**config.mk**
```make
export PLATFORM = sky130hd
export DESIGN_NAME = c_subset_token_lexer_core_flat
export DESIGN_NICKNAME = d
export VERILOG_FILES = /design/src/hw/rtl/clx_pkg.sv /design/src/hw/rtl/clx_if.sv /design/src/hw/rtl/c_subset_token_lexer_core.sv /design/src/hw/rtl/clx_word.sv /design/src/hw/rtl/clx_outq.sv /design/src/flat_wrapper.sv
export SDC_FILE = /design/constraint.sdc
export NUM_CORES = 1
export LEC_CHECK = 0
export BUFFER_PORTS_ARGS = -buffer_cell sky130_fd_sc_hd__buf_2
export CAP_MARGIN = 10
export CORE_MARGIN = 2
export CORE_UTILIZATION = 60
export CTS_CLUSTER_SIZE = 20
export DETAILED_ROUTE_END_ITERATION = 10
export HOLD_SLACK_MARGIN = 0.15
export PLACE_DENSITY = 0.83
export RECOVER_POWER = 100
export SETUP_SLACK_MARGIN = 0.2
export SLEW_MARGIN = 0
export SYNTH_ARGS = -nofsm -noshare
export SYNTH_HDL_FRONTEND = slang
export SYNTH_SLANG_ARGS = --single-unit
```
**constraint.sdc**
```tcl
create_clock -name i_clk -period 5.85 [get_ports i_clk]
set_clock_uncertainty 0.05 [all_clocks]
set_input_delay 0.585 -clock i_clk [delete_from_list [all_inputs] [get_ports i_clk]]
set_output_delay 0.585 -clock i_clk [all_outputs]
set_load 0.05 [all_outputs]
```
**src/hw/rtl/clx_pkg.sv**
```systemverilog
// Shared types, token codes and keyword spelling tables for the C-subset lexer.
package clx_pkg;

    // Token codes as seen on the result channel
    typedef enum logic [3:0] {
        KIND_INT    = 4'd0,
        KIND_RETURN = 4'd1,
        KIND_IDENT  = 4'd2,
        KIND_INTLIT = 4'd3,
        KIND_LBRACE = 4'd4,
        KIND_RBRACE = 4'd5,
        KIND_LPAREN = 4'd6,
        KIND_RPAREN = 4'd7,
        KIND_SEMI   = 4'd8
    } t_kind;

    // One result token queued for output
    typedef struct packed {
        t_kind kind;
        logic  last;
    } t_tok;

    // Tokens produced by one byte: count plus up to two entries
    typedef struct packed {
        logic [1:0] cnt;
        t_tok       tok0;
        t_tok       tok1;
    } t_push;

    localparam int QDEPTH = 4;
    localparam int QIDX_W = $clog2(QDEPTH);
    localparam int QCNT_W = $clog2(QDEPTH + 1);

    localparam logic [2:0] LEN_MAX    = 3'd7;
    localparam logic [2:0] LEN_INT    = 3'd3;
    localparam logic [2:0] LEN_RETURN = 3'd6;

    // Spelling of "int", indexed by character position
    function automatic logic [7:0] kw_int_char(input logic [1:0] idx);
        logic [7:0] ch;
        case (idx)
            2'd0:    ch = 8'h69; // i
            2'd1:    ch = 8'h6E; // n
            2'd2:    ch = 8'h74; // t
            default: ch = 8'h00;
        endcase
        return ch;
    endfunction

    // Spelling of "return", indexed by character position
    function automatic logic [7:0] kw_ret_char(input logic [2:0] idx);
        logic [7:0] ch;
        case (idx)
            3'd0:    ch = 8'h72; // r
            3'd1:    ch = 8'h65; // e
            3'd2:    ch = 8'h74; // t
            3'd3:    ch = 8'h75; // u
            3'd4:    ch = 8'h72; // r
            3'd5:    ch = 8'h6E; // n
            default: ch = 8'h00;
        endcase
        return ch;
    endfunction

endpackage

```
**src/hw/rtl/clx_if.sv**
```systemverilog
// Valid/ready channel interfaces for source bytes and result tokens.
interface clx_byte_if;
    logic       valid;
    logic       ready;
    logic [7:0] byte_in;

    modport source (output valid, output byte_in, input ready);
    modport sink   (input valid, input byte_in, output ready);
endinterface

interface clx_tok_if;
    logic       valid;
    logic       ready;
    logic [3:0] token_kind;
    logic       last_of_run;

    modport source (output valid, output token_kind, output last_of_run, input ready);
    modport sink   (input valid, input token_kind, input last_of_run, output ready);
endinterface

```
**src/hw/rtl/c_subset_token_lexer_core.sv**
```systemverilog
// Top level of the C-subset token lexer: input register, word tracker, result queue.
//
//  channel   dir  payload                         transfer when
//  i_byte    in   byte_in[7:0]                    valid && ready
//  o_tok     out  token_kind[3:0], last_of_run    valid && ready
//
//  One byte per cycle is taken while the queue has room; each byte is registered, classified
//  from that register once the queue has room, and its 0..2 tokens land in a 4-entry queue.
//  Token output runs at one per cycle while o_tok.ready is high, so bytes that yield pairs drain at half rate.
//  Reset (i_rst_n low, synchronous) empties the word and the queue.
//  A stall on o_tok backs up into the queue and then holds i_byte.ready low.
module c_subset_token_lexer_core
    import clx_pkg::*;
(
    input  logic      i_clk,
    input  logic      i_rst_n,
    clx_byte_if.sink  i_byte,
    clx_tok_if.source o_tok
);

    logic       r_in_valid;
    logic [7:0] r_in_byte;
    logic       room;
    logic       adv;
    t_push      push;
    t_push      push_gated;

    assign adv          = r_in_valid && room;
    assign i_byte.ready = !r_in_valid || room;

    // Input register
    always_ff @(posedge i_clk) begin
        if (!i_rst_n) begin
            r_in_valid <= 1'b0;
        end else if (i_byte.valid && i_byte.ready) begin
            r_in_valid <= 1'b1;
        end else if (adv) begin
            r_in_valid <= 1'b0;
        end
    end

    always_ff @(posedge i_clk) begin
        if (i_byte.valid && i_byte.ready) begin
            r_in_byte <= i_byte.byte_in;
        end
    end

    clx_word u_word (
        .i_clk   (i_clk),
        .i_rst_n (i_rst_n),
        .i_en    (adv),
        .i_byte  (r_in_byte),
        .o_push  (push)
    );

    // Only a byte that moves on may push tokens
    always_comb begin
        push_gated = push;
        if (!adv) begin
            push_gated.cnt = 2'd0;
        end
    end

    clx_outq u_outq (
        .i_clk   (i_clk),
        .i_rst_n (i_rst_n),
        .i_push  (push_gated),
        .o_room  (room),
        .o_tok   (o_tok)
    );

endmodule

```
**src/hw/rtl/clx_word.sv**
```systemverilog
// Word tracker: keeps the running word flags and classifies it on a delimiter.
module clx_word
    import clx_pkg::*;
(
    input  logic       i_clk,
    input  logic       i_rst_n,
    input  logic       i_en,
    input  logic [7:0] i_byte,
    output t_push      o_push
);

    logic [2:0] r_len;
    logic       r_first_letter;
    logic       r_all_digits;
    logic       r_int_pfx;
    logic       r_ret_pfx;

    logic       is_upper, is_lower, is_letter, is_digit, is_alnum;
    logic       is_delim;
    logic       p_valid;
    t_kind      p_kind;
    logic       w_valid;
    t_kind      w_kind;
    logic       n_int_hit, n_ret_hit;

    // Character classes
    assign is_upper  = (i_byte >= 8'h41) && (i_byte <= 8'h5A);
    assign is_lower  = (i_byte >= 8'h61) && (i_byte <= 8'h7A);
    assign is_letter = is_upper || is_lower;
    assign is_digit  = (i_byte >= 8'h30) && (i_byte <= 8'h39);
    assign is_alnum  = is_letter || is_digit;

    // Delimiters and their punctuation tokens (space has none)
    always_comb begin
        p_valid  = 1'b1;
        p_kind   = KIND_SEMI;
        is_delim = 1'b1;
        case (i_byte)
            8'h7B:   p_kind = KIND_LBRACE;
            8'h7D:   p_kind = KIND_RBRACE;
            8'h28:   p_kind = KIND_LPAREN;
            8'h29:   p_kind = KIND_RPAREN;
            8'h3B:   p_kind = KIND_SEMI;
            8'h20:   p_valid = 1'b0;
            default: begin
                p_valid  = 1'b0;
                is_delim = 1'b0;
            end
        endcase
    end

    // Word classification, keywords first
    always_comb begin
        w_valid = 1'b1;
        w_kind  = KIND_IDENT;
        if (r_len == LEN_INT && r_int_pfx) begin
            w_kind = KIND_INT;
        end else if (r_len == LEN_RETURN && r_ret_pfx) begin
            w_kind = KIND_RETURN;
        end else if (r_len != 3'd0 && r_first_letter) begin
            w_kind = KIND_IDENT;
        end else if (r_len != 3'd0 && r_all_digits) begin
            w_kind = KIND_INTLIT;
        end else begin
            w_valid = 1'b0;
        end
    end

    // Pack word token ahead of punctuation, last flag on the final one
    always_comb begin
        o_push.cnt       = 2'd0;
        o_push.tok0.kind = w_valid ? w_kind : p_kind;
        o_push.tok0.last = ~(w_valid && p_valid);
        o_push.tok1.kind = p_kind;
        o_push.tok1.last = 1'b1;
        if (is_delim) begin
            o_push.cnt = {1'b0, w_valid} + {1'b0, p_valid};
        end
    end

    // Keyword prefix checks against the next expected character
    assign n_int_hit = (r_len < LEN_INT) && (i_byte == kw_int_char(r_len[1:0]));
    assign n_ret_hit = (r_len < LEN_RETURN) && (i_byte == kw_ret_char(r_len));

    // Word state
    always_ff @(posedge i_clk) begin
        if (!i_rst_n) begin
            r_len          <= 3'd0;
            r_first_letter <= 1'b0;
            r_all_digits   <= 1'b1;
            r_int_pfx      <= 1'b1;
            r_ret_pfx      <= 1'b1;
        end else if (i_en) begin
            if (is_delim) begin
                r_len          <= 3'd0;
                r_first_letter <= 1'b0;
                r_all_digits   <= 1'b1;
                r_int_pfx      <= 1'b1;
                r_ret_pfx      <= 1'b1;
            end else if (is_alnum) begin
                if (r_len == 3'd0) begin
                    r_first_letter <= is_letter;
                end
                if (!is_digit) begin
                    r_all_digits <= 1'b0;
                end
                r_int_pfx <= r_int_pfx && n_int_hit;
                r_ret_pfx <= r_ret_pfx && n_ret_hit;
                if (r_len != LEN_MAX) begin
                    r_len <= r_len + 3'd1;
                end
            end
        end
    end

    // A delimiter always leaves an empty word behind
    a_clear_on_delim: assert property (@(posedge i_clk) disable iff (!i_rst_n)
        (i_en && is_delim) |=> (r_len == 3'd0 && r_all_digits && r_int_pfx && r_ret_pfx))
        else $error("word state not cleared after delimiter");

    // The int prefix flag cannot survive past its keyword length
    a_int_pfx_len: assert property (@(posedge i_clk) disable iff (!i_rst_n)
        (r_len > LEN_INT) |-> !r_int_pfx)
        else $error("int prefix flag set beyond keyword length");

    // Two tokens only when both word and punctuation exist, marked in order
    a_pair_order: assert property (@(posedge i_clk) disable iff (!i_rst_n)
        (o_push.cnt == 2'd2) |-> (!o_push.tok0.last && w_valid && p_valid))
        else $error("bad token pair");

endmodule

```
**src/hw/rtl/clx_outq.sv**
```systemverilog
// Result queue: takes up to two tokens per cycle, hands out one per transfer.
module clx_outq
    import clx_pkg::*;
(
    input  logic            i_clk,
    input  logic            i_rst_n,
    input  t_push           i_push,
    output logic            o_room,
    clx_tok_if.source       o_tok
);

    t_tok              r_mem [QDEPTH];
    logic [QIDX_W-1:0] r_wr;
    logic [QIDX_W-1:0] r_rd;
    logic [QCNT_W-1:0] r_cnt;
    logic              pop;
    logic [QIDX_W-1:0] wr_next;

    assign pop     = o_tok.valid && o_tok.ready;
    assign wr_next = r_wr + QIDX_W'(1);

    // Room for a worst-case pair from the next byte
    assign o_room = r_cnt <= QCNT_W'(QDEPTH - 2);

    assign o_tok.valid       = r_cnt != '0;
    assign o_tok.token_kind  = r_mem[r_rd].kind;
    assign o_tok.last_of_run = r_mem[r_rd].last;

    // Storage writes, two slots when a pair arrives
    always_ff @(posedge i_clk) begin
        if (i_push.cnt != 2'd0) begin
            r_mem[r_wr] <= i_push.tok0;
        end
        if (i_push.cnt == 2'd2) begin
            r_mem[wr_next] <= i_push.tok1;
        end
    end

    // Pointers and fill count
    always_ff @(posedge i_clk) begin
        if (!i_rst_n) begin
            r_wr  <= '0;
            r_rd  <= '0;
            r_cnt <= '0;
        end else begin
            r_wr  <= r_wr + QIDX_W'(i_push.cnt);
            if (pop) begin
                r_rd <= r_rd + QIDX_W'(1);
            end
            r_cnt <= r_cnt + QCNT_W'(i_push.cnt) - QCNT_W'(pop);
        end
    end

    // Never overfill
    a_no_overflow: assert property (@(posedge i_clk) disable iff (!i_rst_n)
        (i_push.cnt != 2'd0) |-> (r_cnt + QCNT_W'(i_push.cnt) <= QCNT_W'(QDEPTH)))
        else $error("result queue overflow");

    // A lone transfer shrinks the count by one
    a_pop_count: assert property (@(posedge i_clk) disable iff (!i_rst_n)
        (pop && i_push.cnt == 2'd0) |=> (r_cnt == $past(r_cnt) - QCNT_W'(1)))
        else $error("count not decremented on transfer");

    // Write and read pointers stay apart by the fill count
    a_ptr_gap: assert property (@(posedge i_clk) disable iff (!i_rst_n)
        r_wr == r_rd + r_cnt[QIDX_W-1:0])
        else $error("queue pointers disagree with count");

endmodule

```
**src/flat_wrapper.sv**
```systemverilog
// flat-port wrapper written by rule: the top's interface ports become plain ports
module c_subset_token_lexer_core_flat import clx_pkg::*;
  (i_clk, i_rst_n, i_byte_valid, i_byte_byte_in, i_byte_ready, o_tok_valid, o_tok_token_kind, o_tok_last_of_run, o_tok_ready);
  clx_byte_if i_byte_i ();
  clx_tok_if o_tok_i ();
  input  logic i_clk;
  input  logic i_rst_n;
  input wire logic [$bits(i_byte_i.valid)-1:0] i_byte_valid;
  input wire logic [$bits(i_byte_i.byte_in)-1:0] i_byte_byte_in;
  output wire logic [$bits(i_byte_i.ready)-1:0] i_byte_ready;
  output wire logic [$bits(o_tok_i.valid)-1:0] o_tok_valid;
  output wire logic [$bits(o_tok_i.token_kind)-1:0] o_tok_token_kind;
  output wire logic [$bits(o_tok_i.last_of_run)-1:0] o_tok_last_of_run;
  input wire logic [$bits(o_tok_i.ready)-1:0] o_tok_ready;
  assign i_byte_i.valid = i_byte_valid;
  assign i_byte_i.byte_in = i_byte_byte_in;
  assign i_byte_ready = i_byte_i.ready;
  assign o_tok_valid = o_tok_i.valid;
  assign o_tok_token_kind = o_tok_i.token_kind;
  assign o_tok_last_of_run = o_tok_i.last_of_run;
  assign o_tok_i.ready = o_tok_ready;
  c_subset_token_lexer_core u_core (.i_clk(i_clk), .i_rst_n(i_rst_n), .i_byte(i_byte_i), .o_tok(o_tok_i));
endmodule
```
[Word-level counts from Yosys, hierarchy flattened]
Memories as Yosys holds them, arrays and structs flattened. A register that Yosys moved wholly into a read port is not among the register bits.
Cells that the tools add are included.
Storage, ports and cells
  word-level logic and storage cells: 119
  register bits: 23
  ROM bits: 0
  memories kept: 1
  bits of input ports: 12
  memory bits (writable): 20
  output and inout port bits: 7
  bits in latches: 0
Operators by class
  shifts and indexed selects: 0
  div/mod/pow operators: 0
  $add $sub $neg: 7
  multiply operators: 0
  reductions and logical operators: 35
  mux-type cells: 37
  bitwise gates (word level): 1
  order comparisons: 9
  equality and inequality tests: 19
Memory list
  u_core.u_outq.r_mem: depth 4, bits a word 5, rd ports 1, clocked after Yosys merged registers in 1, write ports 2, RTL line clx_outq.sv:12  | t_tok r_mem [QDEPTH];
Operator list (number)
  case mux 7 bit (5 select lines): 1
  == test 8 x 6 -> 1 bit (second input constant): 4
  two-way mux 1 bit: 24
  case mux 7 bit (3 select lines): 1
  == test 8 x 7 -> 1 bit (second input constant): 2
  == test 8 bit: 2
  greater-or-equal comparator 8 x 7 -> 1 bit (second input constant): 2
  <= comparator 8 x 7 -> 1 bit (second input constant): 2
  case mux 4 bit (4 select lines): 1
  logical AND 1 bit: 15
  two-way mux 2 bit: 6
  nonzero test 2 bit: 5
  == test 3 bit (second input constant): 3
  two-way mux 3 bit: 3
  AND reduction 3 bit: 3
  greater-or-equal comparator 8 x 6 -> 1 bit (second input constant): 1
  <= comparator 8 x 6 -> 1 bit (second input constant): 1
  == test 3 x 2 -> 1 bit (second input constant): 2
  nonzero test 3 bit: 2
  OR reduction 6 bit: 1
  OR reduction 5 bit: 1
  adder 2 x 1 -> 2 bit (second input constant): 2
  == test 2 bit (second input constant): 2
  two-way mux 4 bit: 1
  19 further kinds: 21

[Logic depth before layout (Yosys ltp)]
  depth in word-level cells: 12
  depth in mapped cells: 17
  mapped depth without buffers: 15

[Cells and area by module]
A second synthesis with hierarchy kept.
Second synthesis, totals
  cell total of the unflattened synthesis: 240
  area, all modules: 2763.9 um2
Modules (own cells, without submodules)
  clx_outq: instances 1, area an instance 1502.7 um2, sequential area each 780.7 um2, cells an instance 98
  clx_word: instances 1, area an instance 940.9 um2, sequential area each 140.1 um2, cells an instance 126
  c_subset_token_lexer_core: instances 1, area an instance 320.3 um2, sequential area each 260.2 um2, cells an instance 16

[Worst setup path after synthesis]
No wires, ideal clock.
  path type: reg2reg
  from: register u_core.u_word.r_len[0]
  to: register u_core.u_outq.r_cnt[2]
  arrival time: 3.315 ns
  slack: 2.370 ns
  required time: 5.685 ns
  cell stages (with the launch flop): 17
  library setup time: 0.115 ns
  clock period less this slack: 3.480 ns
  buffers on the path: 1
  cell sequence: dfxtp_1 -> inv_1 -> ha_1 -> a32oi_2 -> o21ai_1 -> ha_1 -> clkbuf_1 -> and2_1 -> inv_1 -> ha_1 -> inv_1 -> ha_1 -> inv_1 -> fa_1 -> xor2_1 -> xnor2_1 -> and2_1
Between the ends
  cells in the longest elaborated chain, start to end: 11
  elaborated cells on any way between the ends: 16
  classes of those cells: add/sub (3); eq/ne (2); mux (6); reduce/logical (5)
RTL lines
  from (decl): RTL line clx_word.sv:12  | logic [2:0] r_len;
  from (signal assigned): RTL line clx_word.sv:110  | r_len <= r_len + 3'd1;
  nonzero test 3 bit: RTL line clx_word.sv:60, clx_word.sv:62
  logical AND 1 bit: RTL line clx_word.sv:62  | end else if (r_len != 3'd0 && r_all_digits) begin
  two-way mux 1 bit: RTL line clx_word.sv:62
  two-way mux 1 bit: RTL line clx_word.sv:60  | end else if (r_len != 3'd0 && r_first_letter) begin
  two-way mux 1 bit: RTL line clx_word.sv:58  | end else if (r_len == LEN_RETURN && r_ret_pfx) begin
  two-way mux 1 bit (*): RTL line clx_word.sv:56  | if (r_len == LEN_INT && r_int_pfx) begin
  adder 1 x 1 -> 2 bit (*): RTL line clx_word.sv:77  | o_push.cnt = {1'b0, w_valid} + {1'b0, p_valid};
  two-way mux 2 bit (*): RTL line clx_word.sv:76  | if (is_delim) begin
  two-way mux 2 bit (*): RTL line c_subset_token_lexer_core.sv:59  | if (!adv) begin
  adder 3 x 2 -> 3 bit (*): RTL line clx_outq.sv:50  | r_cnt <= r_cnt + QCNT_W'(i_push.cnt) - QCNT_W'(pop);
  subtractor 3 x 1 -> 3 bit (*): RTL line clx_outq.sv:50
  to (signal assigned): RTL line clx_outq.sv:50
  to (decl): RTL line clx_outq.sv:15  | logic [QCNT_W-1:0] r_cnt;
Every way passes the cells marked *; elsewhere a longest branch is shown, timed or not.
A chain may end at the register's enable or synchronous reset.

[Worst setup path after layout]
Ends and elaborated chain as after synthesis.

==> results.sh <==
export IMPL_cp_start_kind="flip-flop"
export IMPL_fill_cells=359
export IMPL_wl_per_cell_um=15.5
export IMPL_ys_seq_area_frac=0.417
export IMPL_max_freq_ghz=0.252
export IMPL_synth_top_flop_cell="edfxtp_1"
export IMPL_arrival_ps=4120
export IMPL_muxShareOfSynthArea=0.0411
export IMPL_yosys_area_share_simple=0.198
export IMPL_vias_per_cell=5.95
export IMPL_cts_max_path_buffers=2
export IMPL_synth_xor_area_frac=0.0416
export IMPL_cp_end_kind="flip-flop"
export IMPL_ys_ff_latch=45
export IMPL_hp_class="primary input to flip-flop"
export IMPL_first_pass_iters=4
export IMPL_dieWidth_um=71.5
export IMPL_ir_worst_vdd_mv=0.153
export IMPL_cp_startpoint="u_core.u_word.r_len[0]"
export IMPL_hpwl_um=4070
export IMPL_ant_nets=0
export IMPL_insertion_delay_ps=300
export IMPL_grt_usage=0.230
export IMPL_initial_core_util=0.624
export IMPL_synth_compound_area_frac=0.176
export IMPL_vias=2046
export IMPL_period_needed_ps=3960
export IMPL_io_buffers=18
export IMPL_cap_violations=0
export IMPL_layout_common_cells="28 x nand2_1, 24 x edfxtp_1, 21 x dfxtp_1"
export IMPL_cts_hold_repair_buffers=0
export IMPL_synth_top_family_by_area="simple AND/OR/NAND/NOR gates"
export IMPL_synth_edf_count=24
export IMPL_yosys_warnings=0
export IMPL_slew_viol_final=0
export IMPL_relSlewSlack=0.544
export IMPL_hold_worst_slack_ps=404
export IMPL_synthArstFlopShare=0
export IMPL_route_detailed_drc=0
export IMPL_crit_chain="inv_1, ha_1, a32oi_1, o21ai_0, ha_1, and2_0, inv_1, ha_1, inv_1, ha_1, inv_1, fa_1, xor2_1, xnor2_1, and2_0"
export IMPL_core_sq_mm=0.00438
export IMPL_worstReg2RegStart="u_core.u_word.r_len[0]"
export IMPL_antenna_found_initial=0
export IMPL_cts_tree="yes"
export IMPL_tns_ps=0
export IMPL_hold_viol=0
export IMPL_grt_pass1_vias=1933
export IMPL_crit_path_top_delay_cell="ha_1"
export IMPL_status="finished, final reports clean"
export IMPL_ys_types=61
export IMPL_grt_overflow_total=0
export IMPL_period_share=0.677
export IMPL_grt_pass1_wl_um=9090
export IMPL_numClockSinks=45
export IMPL_core_rowCount=24
export IMPL_pin_count=19
export IMPL_final_common_cell="nand2_1"
export IMPL_diodes=0
export IMPL_syn_nets=310
export IMPL_syn_inst=282
export IMPL_syn_area_per_cell_sq_um=9.71
export IMPL_cts_setup_buffers=0
export IMPL_synth_adder_area_share=0.0759
export IMPL_worstSetupPathType="flip-flop to flip-flop"
export IMPL_routed_wl_um=5340
export IMPL_h_tree_depth=2
export IMPL_finalSetupViolCount=0
export IMPL_slowest_delay_ps=590
export IMPL_grt_max_degree=22
export IMPL_root_buffer="clkbuf_8"
export IMPL_area_delta_synth_final_pct=5.39
export IMPL_path_clk_slew_ps=90
export IMPL_netlist_area_sq_mm=0.00274
export IMPL_p_leak_nw=0.984
export IMPL_cts_buffers=5
export IMPL_cts_resized=0
export IMPL_die_h_um=71.5
export IMPL_drt_iter0_drc=170
export IMPL_cellPowerDensity_mw_per_mm2=278
export IMPL_die_area_sq_mm=0.00512
export IMPL_holdCritStartpoint="i_byte_byte_in[6]"
export IMPL_final_nets=319
export IMPL_gp_congestion=0.917
export IMPL_crit_required_ps=6010
export IMPL_rsz0062_at_grt="no"
export IMPL_worst_pin_slew_ps=679
export IMPL_drive_gt1_frac=0.120
export IMPL_path_max_fanout=12
[cell usage after synthesis, types with 2 or more instances]
| master | n | area, sq um |
|---|---|---|
| inv_1 | 15 | 56.3 |
| dfxtp_1 | 21 | 420 |
| nand4_1 | 7 | 43.8 |
| a21o_1 | 4 | 30.0 |
| nor3b_1 | 2 | 15.0 |
| o221ai_1 | 2 | 17.5 |
| edfxtp_1 | 24 | 721 |
| nor2b_1 | 5 | 31.3 |
| nand2_1 | 28 | 105 |
| a21oi_1 | 18 | 90.1 |
| and3_1 | 2 | 12.5 |
| buf_2 | 4 | 20.0 |
| a41oi_1 | 2 | 17.5 |
| o31ai_1 | 3 | 22.5 |
| o22ai_1 | 6 | 37.5 |
| or4_1 | 2 | 15.0 |
| a21oi_2 | 2 | 17.5 |
| nand2b_1 | 3 | 18.8 |
| xor2_1 | 5 | 43.8 |
| a211oi_1 | 2 | 15.0 |
| xnor2_1 | 8 | 70.1 |
| nor3_1 | 11 | 55.1 |
| nor2_1 | 19 | 71.3 |
| or3_1 | 2 | 12.5 |
| mux4_2 | 5 | 113 |
| o21ai_0 | 8 | 40.0 |
| ha_1 | 15 | 188 |
| nand3_1 | 4 | 20.0 |
| clkbuf_1 | 9 | 33.8 |
| o21a_1 | 3 | 22.5 |
| and2_1 | 10 | 62.6 |
| a31oi_1 | 2 | 12.5 |
[kinds of logic after synthesis]
group | after synthesis
AO/OA/AOI/OAI | 67
XOR/XNOR | 13
adder cells (fa/ha/maj) | 16
buffers and inverters | 32
flip-flops | 45
multiplexers | 5
AND/OR/NAND/NOR | 104
[critical path, delay by kind of cell, from the launching register on]
family / cells / cell delay (ps)
buffers and inverters: 4 / 350
AO/OA/AOI/OAI: 2 / 670
flip-flops: 1 / 530
XOR/XNOR: 2 / 280
adder cells (fa/ha/maj): 5 / 1630
AND/OR/NAND/NOR: 2 / 350
[area by class of cell]
cell class                      count  area [sq um]  share of cell area
Clock buffer                        5          68.8              0.0239
Sequential cell                    45          1140               0.395
Tap cell                           52          65.1              0.0225
Inverter                           16          60.1              0.0208
Timing Repair Buffer               18          81.3              0.0282
Multi-Input combinational cell    205          1450               0.502
Clock inverter                      3          21.3             0.00737
[layer usage]
layer | vias up | global-route usage | part of all wire
li1 | 1044 | - | -
met1 | 936 | 0.284 | 0.43
met2 | 58 | 0.396 | 0.51
met3 | 8 | 0.0478 | 0.049
met4 | 0 | 0.0881 | 0.018
met5 | - | 0 | 0
[where the power goes]
part           leakage [nW]  switching (mW)  internal, mW  total (mW)
logic                 0.575           0.131        0.0869       0.218
clock network        0.0445           0.106        0.0846       0.191
registers             0.364          0.0351         0.358       0.393
[metrics by stage]
| stage | power (mW) | setup slack [ps] | utilization | cell area [sq um] | cells |
|---|---|---|---|---|---|
| after global routing | 0.850 | 1610 | 0.658 | 2890 | 344 |
| after floorplan | 0.598 | 2370 | - | 2740 | 282 |
| after detailed placement | 0.626 | 2120 | 0.642 | 2820 | 336 |
| final | 0.802 | 1890 | 0.658 | 2890 | 344 |
| after CTS | 0.816 | 2110 | 0.663 | 2910 | 344 |
| after global placement | 0.616 | 2290 | 0.642 | 2820 | 336 |
[registers in the layout, indices dropped and copies added (netlist names), named ones only]
register,flops
u_core.u_outq.r_mem,20
u_core.r_in_byte,8
u_core.u_outq.r_cnt,3
u_core.u_word.r_len,3
u_core.u_outq.r_rd,2
u_core.u_outq.r_wr,2
u_core.r_in_valid,1
u_core.u_word.r_all_digits,1
u_core.u_word.r_first_letter,1
u_core.u_word.r_int_pfx,1
u_core.u_word.r_ret_pfx,1
[path summary, 6_finish.rpt]
check / slack [ps] / cells after the start / endpoint
min reg2reg: 430 / 2 / u_core.u_outq.r_mem[1][0]
max: 1890 / 15 / u_core.u_outq.r_cnt[2]
max reg2reg: 1890 / 15 / u_core.u_outq.r_cnt[2]
min: 400 / 1 / u_core.r_in_byte[6]
No activity file was read; power rests on OpenSTA's default activity.
